File: src/rtl/core/assert_macros.svh
// Assertion helpers shared by the RTL.
`ifndef ASSERT_MACROS_SVH
`define ASSERT_MACROS_SVH

// Checked on every rising edge once reset is released.
`define ASSERT_CLK(lbl, clk, rst_n, prop, msg) \
    lbl: assert property (@(posedge clk) disable iff (!(rst_n)) prop) else $error(msg);

// Checked on every rising edge, reset included.
`define ASSERT_CLK_ALWAYS(lbl, clk, prop, msg) \
    lbl: assert property (@(posedge clk) prop) else $error(msg);

`endif

File: src/rtl/core/irwu_pkg.sv
package irwu_pkg;

    localparam int TABLE_DEPTH_DEF = 128;

    localparam int STEP_W  = 32;
    localparam int IDX_W   = 7;
    localparam int VAL_W   = 16;
    localparam int PER_W   = 16;
    localparam int GAIN_W  = 24;
    localparam int LEN_W   = 8;
    localparam int LEVEL_W = 24;

    // Shared restoring divider: dividend width and steps per pass.
    localparam int DIV_W   = 40;
    // Accumulator for amplitude times mix numerator (24 x 32 bits signed).
    localparam int ACC_W   = 57;

    typedef enum logic [1:0] {
        CFG_PERIOD    = 2'd0,
        CFG_AMPLITUDE = 2'd1,
        CFG_OFFSET    = 2'd2,
        CFG_LENGTH    = 2'd3
    } t_cfg_reg;

    typedef enum logic [1:0] {
        MUL_CUR = 2'd0,
        MUL_OLD = 2'd1,
        MUL_LO  = 2'd2,
        MUL_HI  = 2'd3
    } t_mul_sel;

    typedef struct packed {
        logic     load_wr;
        logic     mod_start;
        logic     phase_latch;
        logic     fetch_upd;
        logic     mul_en;
        t_mul_sel mul_sel;
        logic     quo_start;
        logic     out_write;
    } t_cmd;

    typedef struct packed {
        logic per_zero;
        logic phase_one;
        logic div_busy;
    } t_status;

endpackage

File: src/rtl/core/irwu_divider.sv
module irwu_divider
    import irwu_pkg::*;
(
    input  logic               i_clk,
    input  logic               i_rst_n,
    input  logic               i_start,
    input  logic [DIV_W-1:0]   i_dividend,
    input  logic [PER_W-1:0]   i_divisor,
    output logic               o_busy,
    output logic [DIV_W-1:0]   o_quotient,
    output logic [PER_W-1:0]   o_remainder
);

    localparam int CNT_W = $clog2(DIV_W + 1);

    logic             r_busy;
    logic [CNT_W-1:0] r_cnt;
    logic [PER_W-1:0] r_rem;
    logic [DIV_W-1:0] r_q;
    logic [PER_W-1:0] r_div;

    logic [PER_W:0]   shifted;
    logic             ge;

    // One quotient bit per cycle: the dividend shifts out of the top of r_q
    // while quotient bits shift in at the bottom.
    assign shifted = {r_rem, r_q[DIV_W-1]};
    assign ge      = shifted >= {1'b0, r_div};

    always_ff @(posedge i_clk) begin
        if (!i_rst_n) begin
            r_busy <= 1'b0;
            r_cnt  <= '0;
        end else if (i_start) begin
            r_busy <= 1'b1;
            r_cnt  <= CNT_W'(DIV_W);
        end else if (r_busy) begin
            r_cnt <= r_cnt - 1'b1;
            if (r_cnt == CNT_W'(1)) begin
                r_busy <= 1'b0;
            end
        end
    end

    always_ff @(posedge i_clk) begin
        if (i_start) begin
            r_rem <= '0;
            r_q   <= i_dividend;
            r_div <= i_divisor;
        end else if (r_busy) begin
            r_rem <= ge ? PER_W'(shifted - {1'b0, r_div}) : shifted[PER_W-1:0];
            r_q   <= {r_q[DIV_W-2:0], ge};
        end
    end

    assign o_busy      = r_busy;
    assign o_quotient  = r_q;
    assign o_remainder = r_rem;

endmodule

File: src/rtl/core/irwu_datapath.sv
module irwu_datapath
    import irwu_pkg::*;
#(
    parameter int TABLE_DEPTH = TABLE_DEPTH_DEF
) (
    input  logic               i_clk,
    input  logic               i_rst_n,
    input  logic               i_cfg_valid,
    input  logic [1:0]         i_cfg_index,
    input  logic [GAIN_W-1:0]  i_cfg_data,
    input  logic [STEP_W-1:0]  i_step,
    input  logic [IDX_W-1:0]   i_idx,
    input  logic [VAL_W-1:0]   i_val,
    input  t_cmd               i_cmd,
    output t_status            o_status,
    output logic [LEVEL_W-1:0] o_level,
    output logic               o_new_sample
);

    localparam int AW   = $clog2(TABLE_DEPTH);
    localparam int CW   = (AW + 1 > LEN_W) ? AW + 1 : LEN_W;
    localparam int SW   = LEVEL_W + 2;
    localparam logic signed [SW-1:0] LEVEL_MAX = SW'(2 ** (LEVEL_W - 1) - 1);
    localparam logic signed [SW-1:0] LEVEL_MIN = -SW'(2 ** (LEVEL_W - 1));

    // Configuration registers.
    logic [PER_W-1:0]         r_period;
    logic signed [GAIN_W-1:0] r_amp;
    logic signed [GAIN_W-1:0] r_offset;
    logic [LEN_W-1:0]         r_len;

    // Sample table and waveform state.
    logic [VAL_W-1:0] r_mem [TABLE_DEPTH];
    logic [VAL_W-1:0] r_rd;
    logic [VAL_W-1:0] r_old;
    logic [VAL_W-1:0] r_cur;
    logic [AW-1:0]    r_pos;

    // Per-item working registers.
    logic [PER_W-1:0]        r_phase;
    logic                    r_fetched;
    logic signed [ACC_W-1:0] r_acc;
    logic [15:0]             r_num_hi;
    logic                    r_neg;
    logic [LEVEL_W-1:0]      r_level;
    logic                    r_new_sample;

    logic                    idx_ok;
    logic [AW-1:0]           wr_addr;
    logic                    rd_en;
    logic [CW-1:0]           pos_inc;
    logic [CW-1:0]           len_eff;
    logic [AW-1:0]           pos_next;

    logic [PER_W-1:0]        phase_c;
    logic                    phase_one;

    logic signed [24:0]      mul_a;
    logic signed [16:0]      mul_b;
    logic signed [41:0]      mul_p;

    logic [DIV_W:0]          scaled;
    logic [DIV_W-1:0]        mag;
    logic                    div_start;
    logic [DIV_W-1:0]        div_dividend;
    logic                    div_busy;
    logic [DIV_W-1:0]        div_quo;
    logic [PER_W-1:0]        div_rem;

    logic [SW-1:0]           q_ext;
    logic signed [SW-1:0]    term;
    logic signed [SW-1:0]    sum;
    logic [LEVEL_W-1:0]      level_sat;

    always_ff @(posedge i_clk) begin
        if (!i_rst_n) begin
            r_period <= PER_W'(1);
            r_amp    <= GAIN_W'(65536);
            r_offset <= '0;
            r_len    <= LEN_W'(100);
        end else if (i_cfg_valid) begin
            unique case (t_cfg_reg'(i_cfg_index))
                CFG_PERIOD:    r_period <= i_cfg_data[PER_W-1:0];
                CFG_AMPLITUDE: r_amp    <= i_cfg_data;
                CFG_OFFSET:    r_offset <= i_cfg_data;
                CFG_LENGTH:    r_len    <= i_cfg_data[LEN_W-1:0];
                default:       r_len    <= r_len;
            endcase
        end
    end

    // Table write from a load transfer, read when the phase wraps to one.
    assign idx_ok  = 32'(i_idx) < TABLE_DEPTH;
    assign wr_addr = AW'(32'(i_idx));
    assign rd_en   = i_cmd.phase_latch && phase_one;

    always_ff @(posedge i_clk) begin
        if (i_cmd.load_wr && idx_ok) begin
            r_mem[wr_addr] <= i_val;
        end
        if (rd_en) begin
            r_rd <= r_mem[r_pos];
        end
    end

    // Effective length is the register limited to the table depth; zero acts as one.
    assign pos_inc  = CW'(r_pos) + CW'(1);
    assign len_eff  = (CW'(r_len) > CW'(TABLE_DEPTH)) ? CW'(TABLE_DEPTH) : CW'(r_len);
    assign pos_next = (pos_inc >= len_eff) ? '0 : r_pos + AW'(1);

    assign phase_c   = (div_rem == '0) ? r_period : div_rem;
    assign phase_one = phase_c == PER_W'(1);

    always_ff @(posedge i_clk) begin
        if (!i_rst_n) begin
            r_old <= '0;
            r_cur <= '0;
            r_pos <= '0;
        end else begin
            if (rd_en) begin
                r_pos <= pos_next;
            end
            if (i_cmd.fetch_upd) begin
                r_old <= r_cur;
                r_cur <= r_rd;
            end
        end
    end

    // One shared multiplier: first the mix numerator, then amplitude times
    // the numerator in two 16-bit halves.
    always_comb begin
        mul_a = $signed({9'b0, r_cur});
        mul_b = $signed({1'b0, r_phase});
        case (i_cmd.mul_sel)
            MUL_CUR: begin
                mul_a = $signed({9'b0, r_cur});
                mul_b = $signed({1'b0, r_phase});
            end
            MUL_OLD: begin
                mul_a = $signed({9'b0, r_old});
                mul_b = $signed({1'b0, r_period - r_phase});
            end
            MUL_LO: begin
                mul_a = 25'(r_amp);
                mul_b = $signed({1'b0, r_acc[15:0]});
            end
            MUL_HI: begin
                mul_a = 25'(r_amp);
                mul_b = $signed({1'b0, r_num_hi});
            end
            default: begin
                mul_a = $signed({9'b0, r_cur});
                mul_b = $signed({1'b0, r_phase});
            end
        endcase
    end

    assign mul_p = mul_a * mul_b;

    always_ff @(posedge i_clk) begin
        if (i_cmd.phase_latch) begin
            r_phase   <= phase_c;
            r_fetched <= phase_one;
        end
        if (i_cmd.mul_en) begin
            case (i_cmd.mul_sel)
                MUL_CUR: r_acc <= ACC_W'(mul_p);
                MUL_OLD: r_acc <= r_acc + ACC_W'(mul_p);
                MUL_LO: begin
                    r_acc    <= ACC_W'(mul_p);
                    r_num_hi <= r_acc[31:16];
                end
                MUL_HI:  r_acc <= r_acc + (ACC_W'(mul_p) <<< 16);
                default: r_acc <= r_acc;
            endcase
        end
        if (i_cmd.quo_start) begin
            r_neg <= scaled[DIV_W];
        end
    end

    // floor(x / (P * 2^16)) = floor(floor(x / 2^16) / P). A negative value y
    // is divided as ~y, and the floored quotient is then ~q.
    assign scaled       = r_acc[ACC_W-1:16];
    assign mag          = scaled[DIV_W] ? ~scaled[DIV_W-1:0] : scaled[DIV_W-1:0];
    assign div_start    = i_cmd.mod_start || i_cmd.quo_start;
    assign div_dividend = i_cmd.mod_start ? DIV_W'(i_step) : mag;

    irwu_divider u_divider (
        .i_clk       (i_clk),
        .i_rst_n     (i_rst_n),
        .i_start     (div_start),
        .i_dividend  (div_dividend),
        .i_divisor   (r_period),
        .o_busy      (div_busy),
        .o_quotient  (div_quo),
        .o_remainder (div_rem)
    );

    assign q_ext = SW'(div_quo[LEVEL_W-1:0]);
    assign term  = r_neg ? $signed(~q_ext) : $signed(q_ext);
    assign sum   = SW'(r_offset) + term;

    always_comb begin
        if (sum > LEVEL_MAX) begin
            level_sat = LEVEL_MAX[LEVEL_W-1:0];
        end else if (sum < LEVEL_MIN) begin
            level_sat = LEVEL_MIN[LEVEL_W-1:0];
        end else begin
            level_sat = sum[LEVEL_W-1:0];
        end
    end

    always_ff @(posedge i_clk) begin
        if (i_cmd.out_write) begin
            r_level      <= level_sat;
            r_new_sample <= r_fetched;
        end
    end

    assign o_status.per_zero  = r_period == '0;
    assign o_status.phase_one = phase_one;
    assign o_status.div_busy  = div_busy;

    assign o_level      = r_level;
    assign o_new_sample = r_new_sample;

endmodule

File: src/rtl/core/irwu_ctrl.sv
module irwu_ctrl
    import irwu_pkg::*;
(
    input  logic    i_clk,
    input  logic    i_rst_n,
    input  logic    i_in_valid,
    input  logic    i_in_action,
    output logic    o_in_ready,
    output logic    o_out_valid,
    input  logic    i_out_ready,
    input  t_status i_status,
    output t_cmd    o_cmd
);

    typedef enum logic [3:0] {
        S_IDLE,
        S_MOD,
        S_PHASE,
        S_FETCH,
        S_MUL_CUR,
        S_MUL_OLD,
        S_MUL_LO,
        S_MUL_HI,
        S_QUO,
        S_DIVW,
        S_OUT
    } t_state;

    t_state r_state;
    t_state n_state;
    logic   r_out_valid;
    logic   n_out_valid;

    always_comb begin
        n_state    = r_state;
        o_cmd      = '0;
        o_in_ready = 1'b0;
        unique case (r_state)
            S_IDLE: begin
                o_in_ready = 1'b1;
                if (i_in_valid) begin
                    if (i_in_action) begin
                        o_cmd.load_wr = 1'b1;
                    end else if (!i_status.per_zero) begin
                        o_cmd.mod_start = 1'b1;
                        n_state         = S_MOD;
                    end
                end
            end
            S_MOD: begin
                if (!i_status.div_busy) begin
                    n_state = S_PHASE;
                end
            end
            S_PHASE: begin
                o_cmd.phase_latch = 1'b1;
                n_state = i_status.phase_one ? S_FETCH : S_MUL_CUR;
            end
            S_FETCH: begin
                o_cmd.fetch_upd = 1'b1;
                n_state         = S_MUL_CUR;
            end
            S_MUL_CUR: begin
                o_cmd.mul_en  = 1'b1;
                o_cmd.mul_sel = MUL_CUR;
                n_state       = S_MUL_OLD;
            end
            S_MUL_OLD: begin
                o_cmd.mul_en  = 1'b1;
                o_cmd.mul_sel = MUL_OLD;
                n_state       = S_MUL_LO;
            end
            S_MUL_LO: begin
                o_cmd.mul_en  = 1'b1;
                o_cmd.mul_sel = MUL_LO;
                n_state       = S_MUL_HI;
            end
            S_MUL_HI: begin
                o_cmd.mul_en  = 1'b1;
                o_cmd.mul_sel = MUL_HI;
                n_state       = S_QUO;
            end
            S_QUO: begin
                o_cmd.quo_start = 1'b1;
                n_state         = S_DIVW;
            end
            S_DIVW: begin
                if (!i_status.div_busy) begin
                    n_state = S_OUT;
                end
            end
            S_OUT: begin
                // The result waits here only while the previous one is untaken.
                if (!r_out_valid || i_out_ready) begin
                    o_cmd.out_write = 1'b1;
                    n_state         = S_IDLE;
                end
            end
            default: begin
                n_state = S_IDLE;
            end
        endcase
    end

    assign n_out_valid = o_cmd.out_write ? 1'b1 : (r_out_valid && !i_out_ready);

    always_ff @(posedge i_clk) begin
        if (!i_rst_n) begin
            r_state     <= S_IDLE;
            r_out_valid <= 1'b0;
        end else begin
            r_state     <= n_state;
            r_out_valid <= n_out_valid;
        end
    end

    assign o_out_valid = r_out_valid;

endmodule

File: src/rtl/core/interpolated_random_waveform_unit.sv
// A tick takes the step modulo the period, fetches a sample when the phase wraps to
// one, forms the mix and gain products and divides (two 40-step passes of the shared
// one-bit-per-cycle divider), and input stalls until its result is written.
// A finished result is held in an output register while the next item is accepted.
// Reset (synchronous, active low): registers to defaults, samples and position to
// zero; the sample table is not cleared and holds garbage until loaded.
`include "assert_macros.svh"

module interpolated_random_waveform_unit
    import irwu_pkg::*;
#(
    parameter int TABLE_DEPTH = TABLE_DEPTH_DEF
) (
    input  logic               i_clk,
    input  logic               i_rst_n,

    input  logic               i_cfg_valid,
    output logic               o_cfg_ready,
    input  logic [1:0]         i_cfg_index,
    input  logic [GAIN_W-1:0]  i_cfg_data,

    input  logic               s_axis_tvalid,
    output logic               s_axis_tready,
    // [31:0] computation_step, [38:32] entry_index, [54:39] entry_value, [55] zero
    input  logic [55:0]        s_axis_tdata,
    // [0] action
    input  logic [0:0]         s_axis_tuser,

    output logic               m_axis_tvalid,
    input  logic               m_axis_tready,
    // [23:0] level
    output logic [LEVEL_W-1:0] m_axis_tdata,
    // [0] new_sample
    output logic [0:0]         m_axis_tuser
);

    t_cmd    cmd;
    t_status status;
    logic    new_sample;

    assign o_cfg_ready = 1'b1;

    irwu_ctrl u_ctrl (
        .i_clk       (i_clk),
        .i_rst_n     (i_rst_n),
        .i_in_valid  (s_axis_tvalid),
        .i_in_action (s_axis_tuser[0]),
        .o_in_ready  (s_axis_tready),
        .o_out_valid (m_axis_tvalid),
        .i_out_ready (m_axis_tready),
        .i_status    (status),
        .o_cmd       (cmd)
    );

    irwu_datapath #(
        .TABLE_DEPTH (TABLE_DEPTH)
    ) u_datapath (
        .i_clk        (i_clk),
        .i_rst_n      (i_rst_n),
        .i_cfg_valid  (i_cfg_valid),
        .i_cfg_index  (i_cfg_index),
        .i_cfg_data   (i_cfg_data),
        .i_step       (s_axis_tdata[31:0]),
        .i_idx        (s_axis_tdata[38:32]),
        .i_val        (s_axis_tdata[54:39]),
        .i_cmd        (cmd),
        .o_status     (status),
        .o_level      (m_axis_tdata),
        .o_new_sample (new_sample)
    );

    assign m_axis_tuser[0] = new_sample;

    `ASSERT_CLK(a_tick_blocks_input, i_clk, i_rst_n, (s_axis_tvalid && s_axis_tready && !s_axis_tuser[0] && !status.per_zero) |=> !s_axis_tready, "tick transfer did not start work")
    `ASSERT_CLK(a_load_keeps_ready, i_clk, i_rst_n, (s_axis_tvalid && s_axis_tready && s_axis_tuser[0]) |=> s_axis_tready, "load transfer stalled the input")
    `ASSERT_CLK(a_no_overwrite, i_clk, i_rst_n, cmd.out_write |-> (!m_axis_tvalid || m_axis_tready), "result written over an untaken result")
    `ASSERT_CLK(a_valid_from_write, i_clk, i_rst_n, $rose(m_axis_tvalid) |-> $past(cmd.out_write), "result valid without a result write")

endmodule

File: config.mk
export PLATFORM = sky130hd
export DESIGN_NAME = interpolated_random_waveform_unit
export DESIGN_NICKNAME = d
export VERILOG_FILES = /design/src/rtl/core/irwu_pkg.sv /design/src/rtl/core/irwu_divider.sv /design/src/rtl/core/irwu_datapath.sv /design/src/rtl/core/irwu_ctrl.sv /design/src/rtl/core/interpolated_random_waveform_unit.sv
export VERILOG_INCLUDE_DIRS = /design/src /design/src/rtl/core
export SDC_FILE = /design/constraint.sdc
export NUM_CORES = 2
export LEC_CHECK = 0
export ABC_CLOCK_PERIOD_IN_PS = 13800
export BUFFER_PORTS_ARGS = -buffer_cell sky130_fd_sc_hd__buf_2
export CAP_MARGIN = 20
export CORE_MARGIN = 3
export CORE_UTILIZATION = 45
export DETAILED_ROUTE_END_ITERATION = 10
export SYNTH_ARGS = -nofsm -noshare
export SYNTH_HDL_FRONTEND = slang
export SYNTH_HIERARCHICAL = 1
export SYNTH_SLANG_ARGS = --single-unit
File: constraint.sdc
create_clock -name i_clk -period 13.8 [get_ports i_clk]
set_input_delay 1.38 -clock i_clk [delete_from_list [all_inputs] [get_ports i_clk]]
set_output_delay 1.38 -clock i_clk [all_outputs]
set_load 0.01 [all_outputs]
Yosys cells after proc, flatten, opt, wreduce, memory -nomap -nowiden --
Memories as Yosys holds them, arrays and structs flattened. A register that Yosys moved wholly into a read port is not among the register bits. Index checks and enable logic that the tools add are counted.
Cells by class: shift operators 0, div/mod/pow operators 0, magnitude comparators 5, mux-type cells 41, multiply operators 1, equal/unequal tests 24, bitwise operators 3, add/subtract/negate cells 8, reduce and logical (&&, ||, !) cells 21
Operator list (number):
- 57-bit case mux with 3 select lines | 1
- 40-bit 2-to-1 mux | 4
- 25-bit case mux with 3 select lines | 1
- 17-bit case mux with 4 select lines | 1
- 57-bit by 42-bit adder with 57-bit output | 1
- 57-bit adder | 1
- 4-bit case mux with 11 select lines | 1
- 25-bit by 17-bit multiplier with 42-bit output | 1
- 40-bit NOT | 1
- 16-bit zero test | 2
- 16-bit 2-to-1 mux | 2
- 16-bit subtractor | 2
- 24-bit by 26-bit adder with 26-bit output | 1
- 26-bit by 24-bit greater-than comparator with 1-bit output, second input constant | 1
- 26-bit by 24-bit less-than comparator with 1-bit output, second input constant | 1
- 26-bit 2-to-1 mux | 1
- 24-bit NOT with 26-bit output | 1
- 24-bit 2-to-1 mux | 1
- 4-bit 2-to-1 mux | 6
- 17-bit by 16-bit >= comparator with 1-bit output | 1
- 16-bit by 1-bit equality test with 1-bit output, second input constant | 1
- 4-bit by 3-bit equality test with 1-bit output, second input constant | 4
- 1-bit 2-to-1 mux | 15
- 4-bit equality test, second input constant | 3
- 28 further kinds | 49
Word-level totals: latch bits 0, memory bits (writable) 2048, memories 1, logic and storage cells 126, bits in registers 311, ROM bits 0, bits of input ports 88
Memories:
- u_datapath.r_mem | words 128, width 16, rd ports 1, clocked after Yosys merged registers in 1, write ports 1, line irwu_datapath.sv:33 | logic [VAL_W-1:0] r_mem [TABLE_DEPTH];

Depth between registers and ports, before layout --
word-level depth 8, mapped depth 46, mapped depth without buffers 45

Hierarchy --
The synthesis kept the hierarchy.
By module, submodules not included:
- irwu_datapath | area each 111107.8 µm², sequential area each 67684.9 µm², instances 1, cells an instance 6891
- irwu_divider | area each 4200.3 µm², sequential area each 2142.1 µm², instances 1, cells an instance 358
- irwu_ctrl | area each 362.8 µm², sequential area each 100.1 µm², instances 1, cells an instance 48
- interpolated_random_waveform_unit | area each 11.3 µm², sequential area each 0.0 µm², instances 1, cells an instance 2

Worst setup path before layout --
No wires, ideal clock.
path type register to register, start reg u_ctrl.r_state[3], end reg u_datapath.r_acc[54], data pin, setup time 0.271 ns, buffers on the path 5, path slack 1.806 ns, period minus slack after synthesis 11.994 ns, arrival 11.724 ns, cell stages (with the launch flop) 40, cells stage by stage dfxtp_1 clkbuf_1 nor2b_1 and2_1 buf_2 clkbuf_1 buf_2 mux2i_1 o21ai_0 clkbuf_1 nand2_1 fa_1 fa_1 fa_1 fa_1 inv_1 fa_1 inv_1 (+4 left out) and3_1 a211o_1 o2111a_1 or2_2 a21o_1 a21oi_1 xnor2_1 ha_1 a21o_1 a21o_1 a21oi_1 nand2b_1 a21oi_1 or3b_1 a31o_2 a211oi_1 xor2_1 o211ai_1
RTL lines:
- from (decl) | line irwu_ctrl.sv:29 | t_state r_state;
- from (signal assigned) | line irwu_ctrl.sv:112 | r_state <= n_state;
- to (signal assigned) | line irwu_datapath.sv:168 | MUL_CUR: r_acc <= ACC_W'(mul_p);
- to (signal assigned) | line irwu_datapath.sv:169 | MUL_OLD: r_acc <= r_acc + ACC_W'(mul_p);
- to (signal assigned) | line irwu_datapath.sv:171 | r_acc <= ACC_W'(mul_p);
- to (decl) | line irwu_datapath.sv:42 | logic signed [ACC_W-1:0] r_acc;

Worst setup path in the final report --
start reg u_datapath.r_period[1], end reg u_datapath.r_acc[54], data pin
Between the ends: longest elaborated chain between the ends 5, elaborated cells between the ends (all ways) 6
Ends and longest elaborated chain:
- from (decl) | line irwu_datapath.sv:27 | logic [PER_W-1:0] r_period;
- from (signal assigned) | line irwu_datapath.sv:83 | CFG_PERIOD: r_period <= i_cfg_data[PER_W-1:0];
- 16-bit subtractor * | line irwu_datapath.sv:142 | mul_b = $signed({1'b0, r_period - r_phase});
- 17-bit case mux with 4 select lines * | line irwu_datapath.sv:135 | case (i_cmd.mul_sel)
- 25-bit by 17-bit multiplier with 42-bit output * | line irwu_datapath.sv:159 | assign mul_p = mul_a * mul_b;
- 57-bit adder or 57-bit by 42-bit adder with 57-bit output (tied branches) | line irwu_datapath.sv:174, irwu_datapath.sv:169
- 57-bit case mux with 3 select lines * | line irwu_datapath.sv:167 | case (i_cmd.mul_sel)
- to (signal assigned) | line irwu_datapath.sv:168
- to (signal assigned) | line irwu_datapath.sv:174 | MUL_HI: r_acc <= r_acc + (ACC_W'(mul_p) <<< 16);
- to (signal assigned) | line irwu_datapath.sv:175 | default: r_acc <= r_acc;
Every way passes the cells marked *; elsewhere a longest branch is shown, timed or not. The select of a mux whose other input is x is not followed. A chain may end at the register's enable or synchronous reset.

==> impl_metrics.ini <==
[timing]
max_freq_mhz = 83.4
tns_ns = 0
timing.hold.ws_ns = 0.465
fin_crit_sh = 0.869
fin_skew_ns = 0.0779
setup_viol = 0
worst_pin_slew_ns = 1.15
final-max-slew-violation-count = 0
rsz0062_at_grt = false
fin_crit_ns = 11.99
max-slew-margin-rel = 0.225
report.final.hold_viol_count = 0

[synth]
synth_warnings = 6
syn_inst = 7299
synth.avg_cell_area_um2 = 15.8
ys.flop_type = edfxtp_1
async_flop_share = 0
netlist_area_um2 = 116000
synth_edf_count = 2236
synthDistinctLibCells = 106
yosys_register_bits = 2375
ys_seq_area_frac = 0.604
synth.net_count = 8042

[route]
wl_met2_um = 152000
ant_nets = 0
drt-vias-per-instance = 5.86
top_layer_used = met5
met3_wirelength_um = 21100
num_vias = 65448
drt-initial-drc-count = 6444
met1Wirelength_um = 130000
avgRoutedWirePerCell_um = 27.9
wl_um = 312000
drtPass1Iterations = 6
drc = 0

[place]
io_buffer_count = 113
gp_congestion = 0.918
place_hpwl_um = 206000

[grt]
first_global_vias = 66086
grt_pass1_wl_um = 456000
antenna_found_initial = 19
grt_usage = 0.236
grt.overflow.total = 0
grt_max_degree = 120

[clocking]
cts_resized = 0
htreeDepth = 5
holdBufCountCts = 0
clockRootBuffer = clkbuf_16
path_clk_slew_ns = 0.06
cts_buffers = 266
cts_setup_buffers = 0
cts_tree = built
clock_latency_ns = 0.85
cts_sinks = 2375
clockBufferDepth = 4

[power]
peakVddDrop_uv = 139
leakagePower_nw = 45.3
clock_power_share = 0.433
p_seq_frac = 0.509
p_sw_frac = 0.223
power_density_nw_per_um2 = 122
combPwrFrac = 0.058
power_mw = 15.8
intPower_mw = 12.3
power.switching_mw = 3.52

[floorplan]
core_um2 = 255000
dieHeight_um = 513
dieArea_um2 = 263000
pin_count = 116
initial_utilization = 0.454
rows = 185
die_w_um = 513

[layout]
utilization = 0.508
layout_common_cells = edfxtp_1 (2236), mux4_2 (679), nand2_1 (642)
drive_above_1_share = 0.196
area_growth_pct = 12.0
final_common_cell = edfxtp_1
fin_nets = 8338

[setup_path]
cp_slowest_cell = mux4_2
worst_path_largest_cell_delay_ns = 0.74
critPathLaunchType = register
cp.required_ns = 14.31
path_class = register to register
cp_common_cell = fa_1
cp_data_arrival_time_ns = 12.51
cp-end-kind = register
cp_max_fo = 14

[status]
run_status = complete, no violations

[job]
max-cap-violations = 0

[min_path]
hp-class = register to register
==> cell families after synthesis <==
kind of cell               share of synthesized area
AOI/OAI and AO/OA                             0.0547
adders and majority gates                     0.0960
muxes                                          0.143
other                                      0.0000324
buffers and inverters                         0.0308
DFF                                            0.604
and+or+nand+nor                               0.0545
xor gates and xnor gates                      0.0169
==> area by class of cell <==
cell class,instances,area (µm²)
flip-flops and latches,2375,69900
fillers,20932,125000
well taps,3366,4210
clock inverters,135,1320
diodes,11,27.5
inverters,576,2160
clock buffers,326,7000
repair buffers,366,2610
multi-input cells,4010,42300
==> power by group through the flow <==
| stage | Clock [mW] | Combinational (mW) | Sequential, mW |
|---|---|---|---|
| finish | 6.83 | 0.910 | 8.04 |
| global route | 7.25 | 0.995 | 8.04 |
| CTS | 6.98 | 0.907 | 8.04 |
| detailed placement | 0 | 0.901 | 8.19 |
| global placement | 0 | 0.884 | 8.19 |
| floorplan | 0 | 0.578 | 8.15 |
==> state kept, by name (all words and copies together), names as in the netlist, 24 cells and up <==
name	flops
u_datapath/r_offset	24
u_datapath/r_mem	2048
u_datapath/r_amp	24
u_datapath/o_level	24
u_datapath/u_divider/o_quotient	40
u_datapath/r_acc	57
==> layer usage <==
layer / vias up / track usage
met5: - / 0
met4: 12 / 0.0695
met3: 489 / 0.0369
met2: 2301 / 0.385
met1: 34419 / 0.329
li1: 28227 / -
==> worst paths after layout <==
path | depth (start not counted) | startpoint | end | slack [ns]
hold reg to reg | 0 | u_datapath/r_fetched | u_datapath/o_new_sample | 0.47
setup / recovery | 41 | u_datapath/r_period[1] | u_datapath/r_acc[54] | 1.81
setup reg to reg | 41 | u_datapath/r_period[1] | u_datapath/r_acc[54] | 1.81
hold / removal | 0 | u_datapath/r_fetched | u_datapath/o_new_sample | 0.47
==> synth_stat cells, types with 13 or more instances <==
cell type | count | area, µm²
edfxtp_1 | 2236 | 67100
mux4_2 | 679 | 15300
nand2_1 | 642 | 2410
inv_1 | 572 | 2150
fa_1 | 386 | 7730
nor2_1 | 341 | 1280
ha_1 | 269 | 3370
clkbuf_1 | 235 | 882
a21oi_1 | 197 | 986
o21ai_0 | 153 | 766
a21o_1 | 147 | 1100
dfxtp_1 | 139 | 2780
xnor2_1 | 138 | 1210
xor2_1 | 83 | 727
a21boi_0 | 81 | 608
mux2i_1 | 71 | 711
and2_1 | 70 | 438
nand3_1 | 70 | 350
nor2b_1 | 61 | 382
o21a_1 | 58 | 435
buf_2 | 53 | 265
nor3_1 | 47 | 235
mux2_2 | 44 | 495
a211oi_1 | 40 | 300
buf_1 | 38 | 143
a31oi_1 | 37 | 231
nand2b_1 | 28 | 175
and3_1 | 25 | 156
o21bai_1 | 24 | 180
nor4_1 | 23 | 144
o211ai_1 | 20 | 150
o21ai_1 | 16 | 80.1
or3_1 | 16 | 100
o22ai_1 | 14 | 87.6
a311oi_1 | 13 | 114
nand4_1 | 13 | 81.3
==> critical path: cells and delay by family (launching register included) <==
kind            cells  cell delay (ns)
compound gates     19             4.44
fa+ha+maj           9             3.72
simple gates        5             1.32
xor+xnor            3             0.74
mux                 1             0.74
flops               1             0.48
buf+inv             4             0.22
==> metrics by stage <==
stage | cells | area, µm² | setup slack (ns)
after floorplan | 7299 | 116000 | 1.81
after global placement | 10677 | 121000 | 1.90
after detailed placement | 10689 | 121000 | 1.90
after CTS | 11150 | 129000 | 1.80
after global routing | 11156 | 130000 | 1.12
final | 11165 | 130000 | 1.81
(Power assumes the default switching activity.)
